`config.mk`:
```
export PLATFORM = sky130hd
export DESIGN_NAME = modular_exponentiation
export DESIGN_NICKNAME = d
export VERILOG_FILES = /design/src/sv/mexp_pkg.sv /design/src/sv/mexp_modmul.sv /design/src/sv/modular_exponentiation.sv
export SDC_FILE = /design/constraint.sdc
export NUM_CORES = 1
export LEC_CHECK = 0
export BUFFER_PORTS_ARGS = -buffer_cell sky130_fd_sc_hd__buf_4
export CORE_ASPECT_RATIO = 1.75
export CORE_MARGIN = 2
export CORE_UTILIZATION = 65
export CTS_CLUSTER_SIZE = 20
export DETAILED_ROUTE_END_ITERATION = 6
export PLACE_DENSITY = 0.95
export SETUP_SLACK_MARGIN = 0.15
export SLEW_MARGIN = 25
export SYNTH_ARGS = -nofsm -noshare
export SYNTH_HDL_FRONTEND = slang
export SYNTH_SLANG_ARGS = --single-unit
```
`constraint.sdc`:
```
create_clock -name clock -period 11.3 [get_ports clock]
set_clock_uncertainty 0.15 [all_clocks]
set_input_delay 0.565 -clock clock [delete_from_list [all_inputs] [get_ports clock]]
set_output_delay 0.565 -clock clock [all_outputs]
set_load 0.05 [all_outputs]
```
`src/sv/mexp_pkg.sv`:
```
// Shared widths, constants, types and the modular add helper for the
// modular exponentiation block. Depends on nothing.

package mexp_pkg;

   // Field widths.
   localparam int MOD_WIDTH  = 31;
   localparam int BASE_WIDTH = 32;
   localparam int EXP_WIDTH  = 63;

   // Counter widths for the base reduction and for one modular product.
   localparam int RED_COUNT_WIDTH = $clog2(BASE_WIDTH + 1);
   localparam int MUL_COUNT_WIDTH = $clog2(MOD_WIDTH + 1);

   // Modulus after reset (the prime 1e9 + 7).
   localparam logic [MOD_WIDTH-1:0] MODULUS_RESET = MOD_WIDTH'(1000000007);

   // Sequencer states of the top level.
   typedef enum logic [2:0] {
      ST_IDLE,
      ST_REDUCE,
      ST_MULT,
      ST_WAIT,
      ST_FINISH
   } state_type;

   // (a + b) mod m for a, b below m: one add and one conditional subtract.
   function automatic logic [MOD_WIDTH-1:0] add_mod(input logic [MOD_WIDTH-1:0] a,
                                                    input logic [MOD_WIDTH-1:0] b,
                                                    input logic [MOD_WIDTH-1:0] m);
      logic [MOD_WIDTH:0] sum;
      sum = {1'b0, a} + {1'b0, b};
      if (sum >= {1'b0, m}) begin
         sum = sum - {1'b0, m};
      end
      return sum[MOD_WIDTH-1:0];
   endfunction

endpackage

```
`src/sv/mexp_modmul.sv`:
```
// Bit-serial modular multiplier: x * y mod m by shift-and-add, one bit of y
// per cycle. Depends on mexp_pkg for widths and add_mod.

module mexp_modmul import mexp_pkg::*; (
   input  logic                 clock,
   input  logic                 reset,
   input  logic                 start,
   input  logic [MOD_WIDTH-1:0] x,
   input  logic [MOD_WIDTH-1:0] y,
   input  logic [MOD_WIDTH-1:0] modulus,
   output logic                 done,
   output logic [MOD_WIDTH-1:0] product
);

   logic [MUL_COUNT_WIDTH-1:0] count_ff, count_in;
   logic                       done_ff, done_in;
   logic [MOD_WIDTH-1:0]       acc_ff, acc_in;
   logic [MOD_WIDTH-1:0]       x_ff, x_in;
   logic [MOD_WIDTH-1:0]       y_ff, y_in;

   // Each busy cycle adds the multiplicand when the low bit of y is set, then
   // doubles the multiplicand and shifts y right by one.
   always_comb begin
      count_in = count_ff;
      done_in  = 1'b0;
      acc_in   = acc_ff;
      x_in     = x_ff;
      y_in     = y_ff;
      if (start) begin
         count_in = MUL_COUNT_WIDTH'(MOD_WIDTH);
         acc_in   = '0;
         x_in     = x;
         y_in     = y;
      end else if (count_ff != '0) begin
         if (y_ff[0]) begin
            acc_in = add_mod(acc_ff, x_ff, modulus);
         end
         x_in     = add_mod(x_ff, x_ff, modulus);
         y_in     = {1'b0, y_ff[MOD_WIDTH-1:1]};
         count_in = count_ff - 1'b1;
         done_in  = (count_ff == MUL_COUNT_WIDTH'(1));
      end
   end

   // Control state.
   always_ff @(posedge clock) begin
      if (reset) begin
         count_ff <= '0;
         done_ff  <= 1'b0;
      end else begin
         count_ff <= count_in;
         done_ff  <= done_in;
      end
   end

   // Operand shift registers and accumulator.
   always_ff @(posedge clock) begin
      acc_ff <= acc_in;
      x_ff   <= x_in;
      y_ff   <= y_in;
   end

   assign done    = done_ff;
   assign product = acc_ff;

endmodule

```
`src/sv/modular_exponentiation.sv`:
```
// Top level of the modular exponentiation block: sequencer, base reduction
// and two mexp_modmul instances. Depends on mexp_pkg and mexp_modmul.

// A word carries a base and an exponent; the block returns base to the power
// exponent modulo the csr modulus (a modulus below 2 gives 0, a zero exponent
// gives 1). One word is worked on at a time. The base is first reduced by a
// restoring shift-subtract over its 32 bits. The exponent is then scanned
// from its low bit; each scanned bit costs one pass of the two bit-serial
// multipliers, which form the result product and the square side by side.
// Scanning stops at the highest set exponent bit. A finished word waits in
// the output register while the next word is accepted. The modulus may only
// be written while idle.

module modular_exponentiation import mexp_pkg::*; (
   input  logic                 clock,
   input  logic                 reset,
   input  logic                 csr_write_enable,
   input  logic [MOD_WIDTH-1:0] csr_write_data,
   input  logic                 req_valid,
   output logic                 req_ready,
   input  logic [BASE_WIDTH-1:0] req_base,
   input  logic [EXP_WIDTH-1:0] req_exponent,
   output logic                 rsp_valid,
   input  logic                 rsp_ready,
   output logic [MOD_WIDTH-1:0] rsp_power
);

   state_type                  state_ff, state_in;
   logic [MOD_WIDTH-1:0]       modulus_ff;
   logic [RED_COUNT_WIDTH-1:0] count_ff, count_in;
   logic [BASE_WIDTH-1:0]      base_ff, base_in;
   logic [EXP_WIDTH-1:0]       exp_ff, exp_in;
   logic [MOD_WIDTH-1:0]       sq_ff, sq_in;
   logic [MOD_WIDTH-1:0]       res_ff, res_in;
   logic                       rsp_valid_ff, rsp_valid_in;
   logic [MOD_WIDTH-1:0]       power_ff, power_in;
   logic                       mul_start;
   logic                       res_done, sq_done;
   logic [MOD_WIDTH-1:0]       res_product, sq_product;
   logic [MOD_WIDTH:0]         rem_shift;

   // Result product and square run together on the same old square.
   mexp_modmul u_res_mul (
      .clock   (clock),
      .reset   (reset),
      .start   (mul_start),
      .x       (res_ff),
      .y       (sq_ff),
      .modulus (modulus_ff),
      .done    (res_done),
      .product (res_product)
   );

   mexp_modmul u_sq_mul (
      .clock   (clock),
      .reset   (reset),
      .start   (mul_start),
      .x       (sq_ff),
      .y       (sq_ff),
      .modulus (modulus_ff),
      .done    (sq_done),
      .product (sq_product)
   );

   // One restoring reduction step: shift in the next base bit.
   assign rem_shift = {sq_ff, base_ff[BASE_WIDTH-1]};

   // Sequencer: next state and datapath updates.
   always_comb begin
      state_in     = state_ff;
      count_in     = count_ff;
      base_in      = base_ff;
      exp_in       = exp_ff;
      sq_in        = sq_ff;
      res_in       = res_ff;
      mul_start    = 1'b0;
      rsp_valid_in = rsp_valid_ff && !rsp_ready;
      power_in     = power_ff;
      case (state_ff)
         ST_IDLE: begin
            if (req_valid) begin
               base_in  = req_base;
               exp_in   = req_exponent;
               sq_in    = '0;
               count_in = RED_COUNT_WIDTH'(BASE_WIDTH);
               res_in   = MOD_WIDTH'(1);
               if (modulus_ff < MOD_WIDTH'(2)) begin
                  res_in   = '0;
                  state_in = ST_FINISH;
               end else begin
                  state_in = ST_REDUCE;
               end
            end
         end
         ST_REDUCE: begin
            if (rem_shift >= {1'b0, modulus_ff}) begin
               sq_in = MOD_WIDTH'(rem_shift - {1'b0, modulus_ff});
            end else begin
               sq_in = rem_shift[MOD_WIDTH-1:0];
            end
            base_in  = {base_ff[BASE_WIDTH-2:0], 1'b0};
            count_in = count_ff - 1'b1;
            if (count_ff == RED_COUNT_WIDTH'(1)) begin
               state_in = ST_MULT;
            end
         end
         ST_MULT: begin
            if (exp_ff == '0) begin
               state_in = ST_FINISH;
            end else begin
               mul_start = 1'b1;
               state_in  = ST_WAIT;
            end
         end
         ST_WAIT: begin
            if (res_done && sq_done) begin
               sq_in = sq_product;
               if (exp_ff[0]) begin
                  res_in = res_product;
               end
               exp_in   = {1'b0, exp_ff[EXP_WIDTH-1:1]};
               state_in = ST_MULT;
            end
         end
         ST_FINISH: begin
            if (!rsp_valid_ff || rsp_ready) begin
               rsp_valid_in = 1'b1;
               power_in     = res_ff;
               state_in     = ST_IDLE;
            end
         end
         default: begin
            state_in = ST_IDLE;
         end
      endcase
   end

   // Control state and the modulus register.
   always_ff @(posedge clock) begin
      if (reset) begin
         state_ff     <= ST_IDLE;
         rsp_valid_ff <= 1'b0;
         count_ff     <= '0;
         modulus_ff   <= MODULUS_RESET;
      end else begin
         state_ff     <= state_in;
         rsp_valid_ff <= rsp_valid_in;
         count_ff     <= count_in;
         if (csr_write_enable) begin
            modulus_ff <= csr_write_data;
         end
      end
   end

   // Datapath registers.
   always_ff @(posedge clock) begin
      base_ff  <= base_in;
      exp_ff   <= exp_in;
      sq_ff    <= sq_in;
      res_ff   <= res_in;
      power_ff <= power_in;
   end

   assign req_ready = (state_ff == ST_IDLE);
   assign rsp_valid = rsp_valid_ff;
   assign rsp_power = power_ff;

endmodule
```
Word level (Yosys, flattened, before mapping)
Cells that the tools add are included.

$add $sub $neg: 12. Magnitude comparators: 6. Equal/unequal tests: 12. Multiplexer cells: 43. Bitwise gates (word level): 2. Reductions and logical operators: 24.

Operators by type and width (number): 31-bit two-way mux (18); 32-bit by 31-bit greater-or-equal comparator with 1-bit output (5); 31-bit subtractor (5); 31-bit by 31-bit adder with 32-bit output (4); 63-bit two-way mux (2); 63-bit one-hot mux with 2 select lines (1); 31-bit one-hot mux with 3 select lines (1); 32-bit one-hot mux with 2 select lines (1); 63-bit logical NOT (1); 31-bit one-hot mux with 2 select lines (1); 32-bit two-way mux (1); 31-bit by 2-bit less-than comparator with 1-bit output (second input constant) (1); 5-bit two-way mux (4); 3-bit two-way mux (6); 3-bit one-hot mux with 5 select lines (1); 6-bit one-hot mux with 2 select lines (1); 5-bit by 1-bit == test with 1-bit output (second input constant) (2); 2-bit != test (second input constant) (5); 5-bit nonzero test (2); 5-bit by 1-bit subtractor with 5-bit output (second input constant) (2); 2-bit AND reduction (4); 4-bit AND reduction (2); 2-bit nonzero test (4); 3-bit by 2-bit == test with 1-bit output (second input constant) (2); other kinds (14) (23).

Register bits: 427. Input bits: 131. Output and inout port bits: 33. Word-level logic and storage cells: 118.

Logic depth before layout (Yosys ltp)
Depth after elaboration: 5. Gate-level depth with buffers: 23. Mapped depth without buffers: 21.

Cells and area by module
From an unflattened synthesis, not the netlist that was laid out.

Cell total of the unflattened synthesis: 3355. Area total of the unflattened synthesis: 30384.1 um^2.

By module, submodules not included: modular_exponentiation (instances 1, cells an instance 1099, area each 11125.7 um^2, seq. area each 6466.2 um^2); mexp_modmul at u_sq_mul (instances 1, cells an instance 1149, area each 9666.8 um^2, seq. area each 2602.5 um^2); mexp_modmul at u_res_mul (instances 1, cells an instance 1107, area each 9591.7 um^2, seq. area each 2602.5 um^2).

Least setup slack after synthesis
No wires, ideal clock.

Path type: reg2reg. Start point: register state_ff[0]. End point: register res_ff[0], enable pin. Setup time: 0.390 ns. Arrival: 5.883 ns. Required time: 10.760 ns. Slack: 4.877 ns. Cell stages (with the launch flop): 9. Path buffers: 1. Period minus slack after synthesis: 6.423 ns. Cell sequence: dfxtp_1 > clkbuf_1 > nand2_1 > nor2_1 > nand2_1 > o41ai_1 > a211oi_1 > and2_1 > o21a_1.

Word-level cells in the longest chain between the ends: 3. Elaborated cells between the ends (all ways): 7. Those cells by class: eq/ne: 4; reduce/logical: 3.

Ends and longest elaborated chain: start: declaration (RTL line modular_exponentiation.sv:28) `state_type state_ff, state_in;`; start signal: assignment (RTL line modular_exponentiation.sv:146) `state_ff <= state_in;`; 3-bit by 2-bit == test with 1-bit output or 3-bit logical NOT (tied branches) (RTL line modular_exponentiation.sv:79) `case (state_ff)`; 2-bit != test (no line) or 2-bit nonzero test (tied branches); 4-bit AND reduction (no line) *; end signal: assignment (RTL line modular_exponentiation.sv:160) `res_ff <= res_in;`; end: declaration (RTL line modular_exponentiation.sv:34) `logic [MOD_WIDTH-1:0] res_ff, res_in;`.

Mark *: on every way between the ends. The rest lies on a longest branch, timed or not. A chain may end at the register's enable or synchronous reset.

Worst setup path after layout
Start point: register u_sq_mul.x_ff[1]. End point: register u_sq_mul.acc_ff[2], in the netlist u_sq_mul.product[2].

Word-level cells in the longest chain between the ends: 3. Elaborated cells between the ends (all ways): 4. Those cells by class: add/sub: 2; order compare: 1; mux: 1.

Ends and longest elaborated chain: start: declaration (RTL line mexp_modmul.sv:18) `logic [MOD_WIDTH-1:0] x_ff, x_in;`; start signal: assignment (RTL line mexp_modmul.sv:59) `x_ff <= x_in;`; 31-bit by 31-bit adder with 32-bit output * (RTL line mexp_pkg.sv:32) `sum = {1'b0, a} + {1'b0, b};`; 31-bit subtractor or 32-bit by 31-bit greater-or-equal comparator with 1-bit output (tied branches) (RTL line mexp_pkg.sv:34, mexp_pkg.sv:33); 31-bit two-way mux * (RTL line mexp_pkg.sv:33) `if (sum >= {1'b0, m}) begin`; end signal: assignment (RTL line mexp_modmul.sv:58) `acc_ff <= acc_in;`; end: declaration (RTL line mexp_modmul.sv:17) `logic [MOD_WIDTH-1:0] acc_ff, acc_in;`.

Marks and branches as above.

==> summary.md <==
| Metric | Value |
|---|---|
| HPWL Detailed | 67.40 mm |
| Post-synthesis async set-or-reset flop share | 0 |
| Synth Cell Area | 28940 sq um |
| Cts hold-fix bufs | 0 |
| CP Class | flip-flop to flip-flop |
| Port Buffers | 163 |
| Initial core utilization | 0.6553 |
| Mux share of post-synthesis cell area | 0.02473 |
| Worst EP required | 11.60 ns |
| DRC | 10 |
| Hold path startpoint | csr_write_data[27] |
| Grt ovf | 0 |
| Fraction of the cycle the final worst path needs | 0.5665 |
| Crit path max fanout | 42 |
| Final hold violation count | 0 |
| Initial DRT Pass Iterations | 7 |
| Avg Cell Area, Syn | 8.798 sq um |
| Min Clock Period, post-route | 6.401 ns |
| Worst Tran Pin Value | 1.221 ns |
| Clock net sink count | 427 |
| Synth Flop Type | edfxtp_1 |
| Cells after Synth | 3289 |
| Mapped Nets | 3652 |
| Area Overhead vs Synth | 10.68% |
| Later-pin clock latency in the skew report | 0.61 ns |
| Core Region | 44160 sq um |
| Failing checks | DRC |
| Largest net degree at the start of global routing | 97 |
| Vert. Die Dim | 283.1 um |
| RePlAce Congestion | 1.122 |
| Worst Reg-to-Reg Cells | 22 |
| Hold path cells | 3 |
| RR Startpoint | u_sq_mul.x_ff[1] |
| Avg WL per Cell | 24.11 um |
| Post-synthesis xor/xnor area fraction | 0.05418 |
| Total CTS buffers | 39 |
| Largest family of logic cells by synthesized area | compound AO/OA/AOI/OAI gates |
| Cell variety after synth | 87 |
| Post-CTS repair timing setup buffer count | 0 |
| Main area contributors after synthesis | edfxtp_1 (32%), ha_1 (9.7%), nand2_1 (8.4%) |
| RSZ-0062 raised after global routing | false |
| Endpoint class of the critical path | flip-flop |
| Via count | 27144 |
| Synth warnings | 0 |
| MaxCap Viol Count | 0 |
| Die Width | 163.5 um |
| Hold Path End | modulus_ff[27] |
| EDFF count, synth | 312 |
| F_max | 0.1562 GHz |
| Nets | 3750 |
| Final slew viol count | 0 |
| Slew HR | 0.1801 |
| Post-synth top area cell | edfxtp_1 |
| Synthesized flop and latch total | 427 |
| Rows | 102 |
| TritonCTS clock tree | built |
| H-tree levels | 2 |
| Layout cells sized above 1 | 0.08602 |
| First-pass GRT wire length | 146.4 mm |
| Clk slew on worst S/H paths | 0.07 ns |
| R2R Path End | u_sq_mul.product[2] |
| Starting DRT DRC Count | 2671 |
| Crit path DAT | 6.70 ns |
| Die area | 46290 sq um |
| Vias in the first global route | 27497 |
| Vias/cell | 6.788 |
| Worst min path class | input pin to flip-flop |
| Status | finished with violations |
| Fillers | 3162 |
| Cts repair resizes | 0 |
| Final ANT Viol Nets | 0 |
| Drt total wl | 96.41 mm |
| Fin Setup TNS | 0 ns |
| Worst reg-to-reg setup slack | 4.90 ns |
| Sequential share of the synthesized area | 0.4033 |
| Clk root buf | clkbuf_16 |
| Final setup fails | 0 |
| Post-synth top area share | 0.3238 |
| Initial antenna violation count | 6 |
| Adder-Cell Fraction of Synth Area | 0.1021 |
| Simple-Gate Fraction of Synth Area | 0.1883 |
| CTS Buffer Depth | 3 |
| Startpoint Class | flip-flop |
| Synth Area in Compound Gates | 0.1968 |
| Io pins | 164 |
| All-Layer GR Usage | 0.4118 |
## Yosys cell counts, drive strengths merged (5+ instances only)
master   number
nand2       646
a21oi       312
edfxtp      312
nor2        254
ha          225
o21ai       223
dfxtp       115
clkbuf      111
xnor2       108
inv          93
a21o         71
xor2         71
mux2i        67
nor3         61
a211oi       50
nand3        46
and2         42
o211ai       42
o21a         39
nor4         35
a31oi        32
nand2b       32
nand4        32
o21bai       27
nor2b        21
and3         20
buf          20
or3          14
o31a         11
o2111ai      10
nand3b        9
o31ai         9
a2111oi       7
a21boi        7
a311oi        7
a31o          7
fa            7
or2           7
a221o         6
o41ai         6
a211o         5
nor3b         5
or4           5
## critical path: stages, from the launching register on
cell and delay [ns]:
edfxtp_1 0.46, ha_1 0.34, a211oi_1 0.34, nor4_1 0.12
o21ai_1 0.24, a21boi_0 0.23, o31ai_1 0.45, a21oi_1 0.12
o21a_1 0.19, nor2_1 0.11, xnor2_1 0.18, ha_1 0.34
and3_1 0.20, a221o_1 0.32, a21oi_1 0.16, o21ai_1 0.10
a221o_1 0.31, nor2b_1 0.15, nor4_4 0.62, buf_4 0.56
mux2_2 0.41, nand2_1 0.07, a21oi_1 0.08
## registers in the layout, indices dropped and copies added, names as in the netlist, 6 cells and up
register           count
u_sq_mul.y_ff         31
u_sq_mul.x_ff         31
u_res_mul.product     31
exp_ff                63
u_sq_mul.product      31
count_ff               6
u_res_mul.y_ff        31
base_ff               32
sq_ff                 31
u_res_mul.x_ff        31
res_ff                31
rsp_power             31
modulus_ff            31
## metrics by stage
stage	utilization	setup WS, ns	cell area [sq um]	hold slack, ns	instances
2_1_floorplan	-	4.877	28940	0.2762	3289
3_3_place_gp	0.6930	5.231	30600	0.2856	3917
3_5_place_dp	0.6932	5.120	30610	0.2829	3917
4_1_cts	0.7242	5.068	31980	0.02633	3989
5_1_grt	0.7249	4.603	32010	0.06340	3992
6_report	0.7253	4.899	32030	0.03120	3999
## cells in the final DEF (no fill, tap or decap), types with 60 or more instances in the layout
cell type	n
a21o_1	71
a21oi_1	311
buf_4	187
dfxtp_1	115
edfxtp_1	312
ha_1	225
inv_1	92
mux2i_1	67
nand2_1	646
nor2_1	252
nor3_1	60
o21ai_0	164
xnor2_1	108
xor2_1	71
## final cells by class
class | instances | area (sq um) | area share
Multi-Input combinational cell | 2638 | 16470 | 0.5143
Sequential cell | 427 | 11670 | 0.3644
Timing Repair Buffer | 188 | 1431 | 0.04469
Clock buffer | 51 | 1105 | 0.03449
Tap cell | 572 | 715.7 | 0.02235
Inverter | 93 | 349.1 | 0.01090
Clock inverter | 21 | 262.8 | 0.008204
Antenna cell | 9 | 22.52 | 0.0007032
## worst max path at each step
stage / from / endpoint / depth (start not counted) / slack, ns
floorplan: state_ff[0] / res_ff[0] / 8 / 4.88
global placement: u_sq_mul.x_ff[6] / u_sq_mul.product[2] / 22 / 5.23
detailed placement: u_sq_mul.x_ff[1] / u_sq_mul.product[2] / 22 / 5.12
CTS: u_sq_mul.x_ff[0] / u_sq_mul.product[2] / 21 / 5.07
global route: u_sq_mul.x_ff[0] / u_sq_mul.product[2] / 21 / 4.60
finish: u_sq_mul.x_ff[1] / u_sq_mul.product[2] / 22 / 4.90
## logic make-up (layout without fill, tap and decap cells)
| family | after synthesis | in the layout |
|---|---|---|
| other | 0 | 9 |
| AO/OA/AOI/OAI | 916 | 916 |
| multiplexers | 71 | 71 |
| flip-flops | 427 | 427 |
| AND/OR/NAND/NOR | 1240 | 1240 |
| adder cells (fa/ha/maj) | 232 | 232 |
| XOR/XNOR | 179 | 179 |
| buffers and inverters | 224 | 353 |
## per-layer routing
layer  wire (um)  GRT usage
met5          13          0
met4       11370     0.3987
met3        7846    0.09838
met2       46720     0.6934
met1       30450     0.4033
Power is not shown: default switching activity piles up to over one toggle a cycle in this logic, so the estimate is an artifact.
